### config.mk
export PLATFORM = sky130hd
export DESIGN_NAME = sddr_ctrl
export DESIGN_NICKNAME = d
export VERILOG_FILES = /design/src/hw/rtl/sddr_pkg.sv /design/src/hw/rtl/sddr_ctrl.sv
export VERILOG_INCLUDE_DIRS = /design/src /design/src/hw/rtl
export SDC_FILE = /design/constraint.sdc
export NUM_CORES = 1
export LEC_CHECK = 0
export ABC_AREA = 1
export ABC_CLOCK_PERIOD_IN_PS = 1300
export BUFFER_PORTS_ARGS = -buffer_cell sky130_fd_sc_hd__buf_2
export CAP_MARGIN = 10
export CORE_MARGIN = 4
export CORE_UTILIZATION = 35
export DETAILED_ROUTE_END_ITERATION = 10
export SETUP_SLACK_MARGIN = 0.05
export SLEW_MARGIN = 0
export SYNTH_ARGS = -nofsm -noshare
export SYNTH_HDL_FRONTEND = slang
export SYNTH_SLANG_ARGS = --single-unit
export TNS_END_PERCENT = 10
### constraint.sdc
create_clock -name clk -period 1.3 [get_ports clk]
set_input_delay 0.065 -clock clk [delete_from_list [all_inputs] [get_ports clk]]
set_output_delay 0.065 -clock clk [all_outputs]
set_load 0.03 [all_outputs]
### src/hw/rtl/serial_disk_drive_responder_top_macros.svh
// Assertion helpers used by the RTL controller (sddr_ctrl).
// Both expect signals named clk and rst_n in the scope where they are used.
`ifndef SERIAL_DISK_DRIVE_RESPONDER_TOP_MACROS_SVH
`define SERIAL_DISK_DRIVE_RESPONDER_TOP_MACROS_SVH

// Same-cycle implication.
`define SDDR_ASSERT_IMP(lbl, a, c) \
    lbl: assert property (@(posedge clk) disable iff (!rst_n) (a) |-> (c)) \
        else $error("implication check failed");

// Next-cycle implication.
`define SDDR_ASSERT_NXT(lbl, a, c) \
    lbl: assert property (@(posedge clk) disable iff (!rst_n) (a) |=> (c)) \
        else $error("next-cycle check failed");

`endif

### src/hw/rtl/sddr_pkg.sv
`default_nettype none
package sddr_pkg;

    localparam int STORE_BYTES  = 65536;
    localparam int SECTOR_BYTES = 128;
    localparam int HEADER_BYTES = 16;
    localparam int ADDR_W       = $clog2(STORE_BYTES);
    localparam int BLOCKS       = STORE_BYTES / SECTOR_BYTES;
    localparam int BLK_W        = $clog2(BLOCKS) + 1;
    localparam int CNT_W        = ADDR_W + 1;
    localparam int SEC_W        = $clog2(SECTOR_BYTES);
    localparam int RANGE_W      = 26;
    localparam int REM_STATUS   = 6;
    localparam int REM_READ     = SECTOR_BYTES + 2;
    localparam int REM_WRITE    = SECTOR_BYTES + 1;
    localparam int STATUS_LEN   = 4;

    localparam logic [7:0] DEVICE_ID_RESET = 8'd49;
    localparam logic [2:0] ADDR_DEVICE_ID  = 3'd0;

    localparam logic [7:0] CMD_READ   = 8'h52;
    localparam logic [7:0] CMD_WRITE  = 8'h50;
    localparam logic [7:0] CMD_STATUS = 8'h53;
    localparam logic [7:0] CMD_FMT_S  = 8'h21;
    localparam logic [7:0] CMD_FMT_E  = 8'h22;

    localparam logic [7:0] CH_ACK  = 8'h41;
    localparam logic [7:0] CH_NAK  = 8'h4E;
    localparam logic [7:0] CH_DONE = 8'h43;
    localparam logic [7:0] CH_ERR  = 8'h45;

    typedef enum logic [2:0] {
        PH_IDLE, PH_WAITCMD, PH_RXCMD, PH_EXEC,
        PH_SEND, PH_RXDATA, PH_WRITE, PH_FORMAT
    } phase_t;

    typedef enum logic [3:0] {
        OP_NONE, OP_IDX_CLR, OP_RX_CMD, OP_EXEC, OP_SEND,
        OP_RX_DATA, OP_DATA_BAD, OP_FMT_STEP, OP_FMT_END
    } op_t;

    typedef enum logic [3:0] {
        SW_NONE, SW_CLEAR, SW_STATUS, SW_LOAD, SW_ZERO,
        SW_FILL, SW_STORE, SW_FORMAT, SW_READ1
    } sw_t;

    typedef enum logic [2:0] {
        TX_NONE, TX_N, TX_A, TX_C, TX_E, TX_F4, TX_SUM, TX_BUF
    } tx_t;

    typedef struct packed {
        op_t    op;
        sw_t    sw;
        logic   sw_start;
        tx_t    tx;
        logic   out_load;
        phase_t phase;
    } dp_cmd_t;

    typedef struct packed {
        logic       host;
        logic       cmd;
        logic       rxv;
        logic       txr;
        logic       sto;
        logic       idx_is5;
        logic       hdr_ok;
        logic       id_match;
        logic [7:0] code;
        logic       in_range;
        logic       rem_zero;
        logic       rem_one;
        logic       idx_zero;
        logic       dsum_ok;
        logic       fmt_done;
        logic       sw_busy;
        logic       out_free;
    } dp_st_t;

    // End-around-carry add.
    function automatic logic [7:0] eac_add(input logic [7:0] a, input logic [7:0] b);
        logic [8:0] s;
        s = {1'b0, a} + {1'b0, b};
        if (s > 9'd255)
        begin
            s = s - 9'd255;
        end
        return s[7:0];
    endfunction

    function automatic logic [7:0] status_byte(input logic [1:0] i);
        logic [7:0] v;
        case (i)
            2'd0:    v = 8'h80;
            2'd1:    v = 8'hFF;
            2'd2:    v = 8'hE0;
            default: v = 8'h00;
        endcase
        return v;
    endfunction

    function automatic logic [7:0] header_byte(input logic [3:0] i);
        logic [7:0] v;
        case (i)
            4'd0:    v = 8'h96;
            4'd1:    v = 8'h02;
            4'd3:    v = 8'h40;
            4'd4:    v = 8'h80;
            default: v = 8'h00;
        endcase
        return v;
    endfunction

endpackage
`default_nettype wire

### src/hw/rtl/sddr_ctrl.sv
`default_nettype none
`include "serial_disk_drive_responder_top_macros.svh"
module sddr_ctrl (
    input  wire logic            clk,
    input  wire logic            rst_n,
    input  wire sddr_pkg::dp_st_t st,
    input  wire logic            in_accept,
    output logic                 s_tready,
    output sddr_pkg::dp_cmd_t    cmd
);
    import sddr_pkg::*;

    typedef enum logic [2:0] {
        C_CLEAR, C_CLR_WAIT, C_IDLE, C_DECIDE, C_SWEEP, C_OUT
    } cstate_t;

    cstate_t state_reg, state_next;
    phase_t  phase_reg, phase_next;
    tx_t     tx_reg, tx_next;

    op_t     d_op;
    sw_t     d_sw;
    tx_t     d_tx;
    phase_t  d_ph;

    // per-tick protocol decision
    always_comb
    begin
        d_op = OP_NONE;
        d_sw = SW_NONE;
        d_tx = TX_NONE;
        d_ph = phase_reg;
        if (!st.host)
        begin
            d_ph = PH_IDLE;
        end
        else
        begin
            case (phase_reg)
                PH_IDLE:
                begin
                    if (!st.cmd)
                    begin
                        d_ph = PH_WAITCMD;
                    end
                end
                PH_WAITCMD:
                begin
                    if (st.cmd)
                    begin
                        d_op = OP_IDX_CLR;
                        d_ph = PH_RXCMD;
                    end
                end
                PH_RXCMD:
                begin
                    if (!st.cmd)
                    begin
                        if (st.idx_is5 && st.hdr_ok)
                        begin
                            d_ph = PH_EXEC;
                        end
                        else
                        begin
                            d_tx = TX_N;
                            d_ph = PH_IDLE;
                        end
                    end
                    else if (st.rxv)
                    begin
                        d_op = OP_RX_CMD;
                    end
                end
                PH_EXEC:
                begin
                    d_ph = PH_IDLE;
                    if (!st.cmd && st.id_match && st.sto)
                    begin
                        d_op = OP_EXEC;
                        d_ph = PH_SEND;
                        case (st.code)
                            CMD_STATUS:
                            begin
                                d_tx = TX_A;
                                d_sw = SW_STATUS;
                            end
                            CMD_READ:
                            begin
                                d_tx = TX_A;
                                d_sw = st.in_range ? SW_LOAD : SW_ZERO;
                            end
                            CMD_WRITE:
                            begin
                                d_tx = TX_A;
                                d_ph = PH_RXDATA;
                            end
                            CMD_FMT_S, CMD_FMT_E:
                            begin
                                d_tx = TX_A;
                                d_ph = PH_FORMAT;
                            end
                            default:
                            begin
                                d_tx = TX_NONE;
                            end
                        endcase
                    end
                end
                PH_SEND:
                begin
                    if (st.cmd)
                    begin
                        d_ph = PH_IDLE;
                    end
                    else if (st.txr)
                    begin
                        if (!st.rem_zero)
                        begin
                            d_op = OP_SEND;
                            if (st.idx_zero)
                            begin
                                d_tx = TX_F4;
                            end
                            else if (st.rem_one)
                            begin
                                d_tx = TX_SUM;
                            end
                            else
                            begin
                                d_tx = TX_BUF;
                                d_sw = SW_READ1;
                            end
                        end
                        else
                        begin
                            d_ph = PH_IDLE;
                        end
                    end
                end
                PH_RXDATA:
                begin
                    if (st.cmd)
                    begin
                        d_ph = PH_IDLE;
                    end
                    else if (st.rxv)
                    begin
                        if (!st.rem_zero && !st.rem_one)
                        begin
                            d_op = OP_RX_DATA;
                        end
                        else if (st.rem_one)
                        begin
                            if (st.dsum_ok)
                            begin
                                d_ph = PH_WRITE;
                            end
                            else
                            begin
                                d_op = OP_DATA_BAD;
                                d_ph = PH_SEND;
                            end
                        end
                        else
                        begin
                            d_ph = PH_IDLE;
                        end
                    end
                end
                PH_WRITE:
                begin
                    d_ph = PH_IDLE;
                    if (!st.cmd)
                    begin
                        if (st.in_range)
                        begin
                            d_tx = TX_C;
                            d_sw = SW_STORE;
                        end
                        else
                        begin
                            d_tx = TX_E;
                        end
                    end
                end
                default:
                begin
                    if (st.cmd)
                    begin
                        d_ph = PH_IDLE;
                    end
                    else if (!st.fmt_done)
                    begin
                        d_op = OP_FMT_STEP;
                        d_sw = SW_FORMAT;
                    end
                    else
                    begin
                        d_op = OP_FMT_END;
                        d_sw = SW_FILL;
                        d_ph = PH_SEND;
                    end
                end
            endcase
        end
    end

    always_comb
    begin
        state_next   = state_reg;
        phase_next   = phase_reg;
        tx_next      = tx_reg;
        cmd.op       = OP_NONE;
        cmd.sw       = SW_NONE;
        cmd.sw_start = 1'b0;
        cmd.tx       = tx_reg;
        cmd.out_load = 1'b0;
        cmd.phase    = phase_reg;
        case (state_reg)
            C_CLEAR:
            begin
                cmd.sw       = SW_CLEAR;
                cmd.sw_start = 1'b1;
                state_next   = C_CLR_WAIT;
            end
            C_CLR_WAIT:
            begin
                if (!st.sw_busy)
                begin
                    state_next = C_IDLE;
                end
            end
            C_IDLE:
            begin
                if (in_accept)
                begin
                    state_next = C_DECIDE;
                end
            end
            C_DECIDE:
            begin
                cmd.op       = d_op;
                cmd.sw       = d_sw;
                cmd.sw_start = (d_sw != SW_NONE);
                phase_next   = d_ph;
                tx_next      = d_tx;
                state_next   = (d_sw != SW_NONE) ? C_SWEEP : C_OUT;
            end
            C_SWEEP:
            begin
                if (!st.sw_busy)
                begin
                    state_next = C_OUT;
                end
            end
            C_OUT:
            begin
                if (st.out_free)
                begin
                    cmd.out_load = 1'b1;
                    state_next   = C_IDLE;
                end
            end
            default:
            begin
                state_next = C_IDLE;
            end
        endcase
    end

    assign s_tready = (state_reg == C_IDLE);

    always_ff @(posedge clk or negedge rst_n)
    begin
        if (!rst_n)
        begin
            state_reg <= C_CLEAR;
            phase_reg <= PH_IDLE;
            tx_reg    <= TX_NONE;
        end
        else
        begin
            state_reg <= state_next;
            phase_reg <= phase_next;
            tx_reg    <= tx_next;
        end
    end

    `SDDR_ASSERT_IMP(a_idle_no_sweep, state_reg == C_IDLE, !st.sw_busy)
    `SDDR_ASSERT_NXT(a_sweep_to_out, state_reg == C_SWEEP && !st.sw_busy, state_reg == C_OUT)
    `SDDR_ASSERT_IMP(a_load_when_free, cmd.out_load, st.out_free)

endmodule
`default_nettype wire

After elaboration in Yosys (flattened, before gate mapping)

Index checks and enable logic that the tools add are counted.

Logic and storage cells: 118
Bits in registers: 9

Multiplexer cells: 71
Reductions and logical operators: 16
Equality and inequality tests: 28

Operators by type and width:

| cell                                                 | count |
|---|---|
| 2-to-1 mux 3 bit                                     | 37 |
| 2-to-1 mux 4 bit                                     | 10 |
| equality test 8 x 7 -> 1 bit (second input constant) | 3 |
| case mux 4 bit (6 select lines)                      | 1 |
| case mux 3 bit (7 select lines)                      | 1 |
| 2-to-1 mux 2 bit                                     | 9 |
| case mux 3 bit (6 select lines)                      | 1 |
| equality test 8 x 6 -> 1 bit (second input constant) | 2 |
| != test 4 bit (second input constant)                | 4 |
| case mux 4 bit (4 select lines)                      | 1 |
| equality test 3 bit (second input constant)          | 5 |
| equality test 3 x 2 -> 1 bit (second input constant) | 4 |
| case mux 3 bit (4 select lines)                      | 1 |
| case mux 5 bit (2 select lines)                      | 1 |
| != test 3 bit (second input constant)                | 3 |
| != test 9 x 3 -> 1 bit (second input constant)       | 1 |
| AND reduction 9 bit                                  | 1 |
| != test 2 bit (second input constant)                | 4 |
| 2-to-1 mux 1 bit                                     | 7 |
| equality test 3 x 1 -> 1 bit (second input constant) | 2 |
| zero test 3 bit                                      | 2 |
| case mux 3 bit (2 select lines)                      | 1 |
| OR reduction 5 bit                                   | 1 |
| logical AND 1 bit                                    | 4 |
| other kinds (6)                                      | 9 |

Depth between registers and ports, before layout

Word-level depth: 10
Mapped depth: 11
Gate-level depth less buffers: 11

Worst setup path before layout

No wires, ideal clock.

Path type: flip-flop to output port
Start point: register phase_reg[2]
End point: output port cmd[8] (netlist name)
Data required time: 1.235 ns
Path buffers: 0
Arrival time: 1.872 ns
Cell stages (with the launch flop): 8
Setup slack: -0.637 ns
Cells stage by stage: dfrtp_1 inv_2 nand3_2 nor2_4 nand3_2 nand2_1 nand2_1 o21ai_0

RTL lines:

| item                   | line             | text |
|---|---|---|
| start, declared        | sddr_ctrl.sv:18  | `phase_t phase_reg, phase_next;` |
| start signal, assigned | sddr_ctrl.sv:284 | `phase_reg <= phase_next;` |
| end, declared          | sddr_ctrl.sv:9   | `output sddr_pkg::dp_cmd_t cmd` |

==> key figures <==
Detailed routing
  – Post-Route WL: 4.04 mm
  – Routed vias/inst: 5.15
  – First DRT Iteration DRCs: 68
  – Pre-Repair DR Iteration Count: 4
  – Antenna-violating nets left: 0
  – Via Count: 1,513
  – # DRC: 0
  – WL/cell: 13.7 um

Setup path
  – Worst EP arrival: 1770 ps
  – R2R depth: 13
  – R2R Path End: state_reg[0]$_DFFE_PN0P_
  – Slowest cell on the critical path: dfrtp_2
  – Maximum net fanout on the critical path: 5
  – Reg2reg start: phase_reg[0]$_DFFE_PN0P_
  – Crit-path cells: inv_4, nand3_4, nor2_4, nand3_2, nand2_2, nand2_2, buf_4, nor2_2, buf_6
  – Worst path max stage delay: 460 ps
  – CP required: 1240 ps
  – R2R setup slack: -340 ps
  – CP endpoint kind: output port
  – Worst path most repeated cell: nand2_2
  – Crit path kind: reg2out
  – Startpoint class of the critical path: flop

Power
  – Power after layout: 2.34 mW
  – Comb power frac: 0.712
  – Power Dens Cells: 1210 mW/mm^2
  – Switching power share of the total: 0.484
  – Clock power share: 0.096
  – Sequential power share: 0.191
  – Psw: 1.13 mW
  – Pleak: 0.967 nW
  – Max VDD drop: 1.23 mV
  – Pint: 1.21 mW

STA
  – Hold Violations, Final: 0
  – Min cycle time layout: 1830 ps
  – Relative slew slack: 0.759
  – RSZ-0062 raised after global routing: yes
  – Min setup slack post-route: -534 ps
  – Post-route clock period utilization: 1.41
  – Fin Clk Skew: 4.87 ps
  – Fin Hold WS: 162 ps
  – Worst-Margin Slew: 360 ps
  – # setup viols final: 19
  – Peak Freq: 545 MHz
  – Max-slew violation count: 0

Logic synthesis
  – Syn nets: 197
  – Syn Inst Count: 170
  – Synth cell types: 26
  – Yosys top cell by area: dfrtp_1
  – Synth Register Bits: 9
  – Syn Std Cell Area: 0.00101 mm^2
  – YS warnings: 0
  – Post-synth top cells: nand2_1, nor2_1, nand3_1
  – Share of the synthesized area in the top cell type: 0.223
  – Sequential area share after synthesis: 0.223
  – EDFF count, synth: 0
  – Syn Area/Cell: 5.94 um^2
  – Ys async rst share: 1.00
  – Synth Flop Type: dfrtp_1
  – Count leader, synth: nand2_1
  – Top post-synthesis cells by area: dfrtp_1, nand2_1, nor2_1

Placed design
  – I/O Buffers: 43
  – Placed cell areas: 0.00156 mm^2
  – Cell total after placement: 276
  – GPL Wtd Cong: 0.879
  – Pre-CTS setup slack: -279 ps
  – Hpwl dp: 3.04 mm

Die
  – Die X-Extent: 61.7 um
  – Rows: 19
  – Starting Density: 0.366
  – Die ar.: 0.00381 mm^2
  – Core Box Area: 0.00276 mm^2
  – Top Ports: 44
  – Die H: 61.7 um

Clock tree
  – Root Buffer: clkbuf_4
  – Clock Sinks: 9
  – CTS tree: built
  – Latest clock arrival within the worst-skew pair: 270 ps
  – Max clock buf depth: 2
  – CTS clk-pin slew, worst paths: 60 ps
  – CTS Buf Count: 3
  – H-tree levels: 1

GRT
  – Vias in the first global route: 1,414
  – Antenna violations before repair: 0
  – Met3 Resource Use GR: 0.0496
  – Met2 Use GR: 0.390
  – First-pass GRT wire length: 5.95 mm
  – All-Layer GR Usage: 0.207
  – Largest net degree at the start of global routing: 10
  – GR Layer Usage met1: 0.238
  – GRT Residual Overflow: 0
  – GR peak layer: met2

Layout
  – Ant diodes: 0
  – Area Overhead vs Synth: 91.1%
  – Layout cells sized above 1: 0.601
  – FILL cells: 234
  – Finished Layout Cells: 294
  – Final instance area: 0.00193 mm^2
  – Fin nets: 291

Run status
  – Run status: finished, violations left
  – Failing checks: negative setup slack

Hold path
  – HP Class: in2async

Job
  – Max-cap violation count: 0
-- layout make-up --
cell class / instances / area (um^2) / share of cell area
sequential: 9 / 229 / 0.119
timing repair buffer: 90 / 663 / 0.344
clock buffer: 4 / 26.3 / 0.0136
inverter: 25 / 103 / 0.0532
multi-input combinational: 135 / 870 / 0.451
tap: 31 / 38.8 / 0.0201
-- critical path: cells and delay by family (launching register included) --
| family | cells | cell delay (ps) |
|---|---|---|
| buffers and inverters | 3 | 370 |
| flip-flops | 1 | 460 |
| AND/OR/NAND/NOR | 6 | 660 |
-- metrics by stage --
step | TNS (ps) | util
finish | -5820 | 0.700
global route | -7570 | 0.700
CTS | -5610 | 0.636
detailed placement | -2870 | 0.565
global placement | -2440 | 0.565
floorplan | -1660 | -
-- worst max-delay path by stage --
stage | startpoint | end | slack, ps
2_1_floorplan | phase_reg[2]$_DFFE_PN0P_ | cmd[7] | -180
3_3_place_gp | phase_reg[1]$_DFFE_PN0P_ | cmd[7] | -240
3_5_place_dp | phase_reg[1]$_DFFE_PN0P_ | cmd[7] | -280
4_1_cts | phase_reg[0]$_DFFE_PN0P_ | cmd[7] | -500
5_1_grt | phase_reg[2]$_DFFE_PN0P_ | cmd[10] | -620
6_report | phase_reg[2]$_DFFE_PN0P_ | cmd[10] | -530
-- metal layers --
layer,up-vias,part of all wire
met4,0,0.031
met5,-,0
met3,12,0.056
met2,59,0.52
met1,685,0.39
li1,757,-
-- power groups by stage --
stage	Clock [mW]	Sequential, mW	Combinational [mW]
finish	0.226	0.448	1.67
detailed placement	0	0.451	1.30
floorplan	0	0.502	0.730
global route	0.244	0.457	1.82
global placement	0	0.446	1.28
CTS	0.225	0.443	1.45
-- cells by family (layout without fill, tap and decap cells) --
logic type      count (synthesis)  count (layout)  synth area share
simple gates                  105             105             0.508
flops                           9               9             0.223
buf+inv                        26             119             0.100
compound gates                 30              30             0.169
-- placed cells by master (no fill, tap or decap), types with 3 or more instances in the layout --
master and count:
buf_4 41, buf_2 32, nand2_1 23, nor2_1 19
nand2_2 16, buf_6 14, inv_1 13, nand3_1 12
inv_2 9, nor2_4 9, o21ai_0 9, nand3_2 6
dfrtp_1 6, nor2_2 5, o21ai_1 4, a21oi_2 4
nand4_1 4, clkbuf_4 4, nor3_4 3, a31oi_1 3
dfrtp_2 3
-- repair_timing --
item,4_1_cts,5_1_grt
setup endpoints to repair,20,20
pin swaps,10,25
hold endpoints to repair,9,0
setup buffers,9,6
gates resized for setup,24,42
hold buffers,1,0
Note: power is estimated with default switching activity, not from simulation.
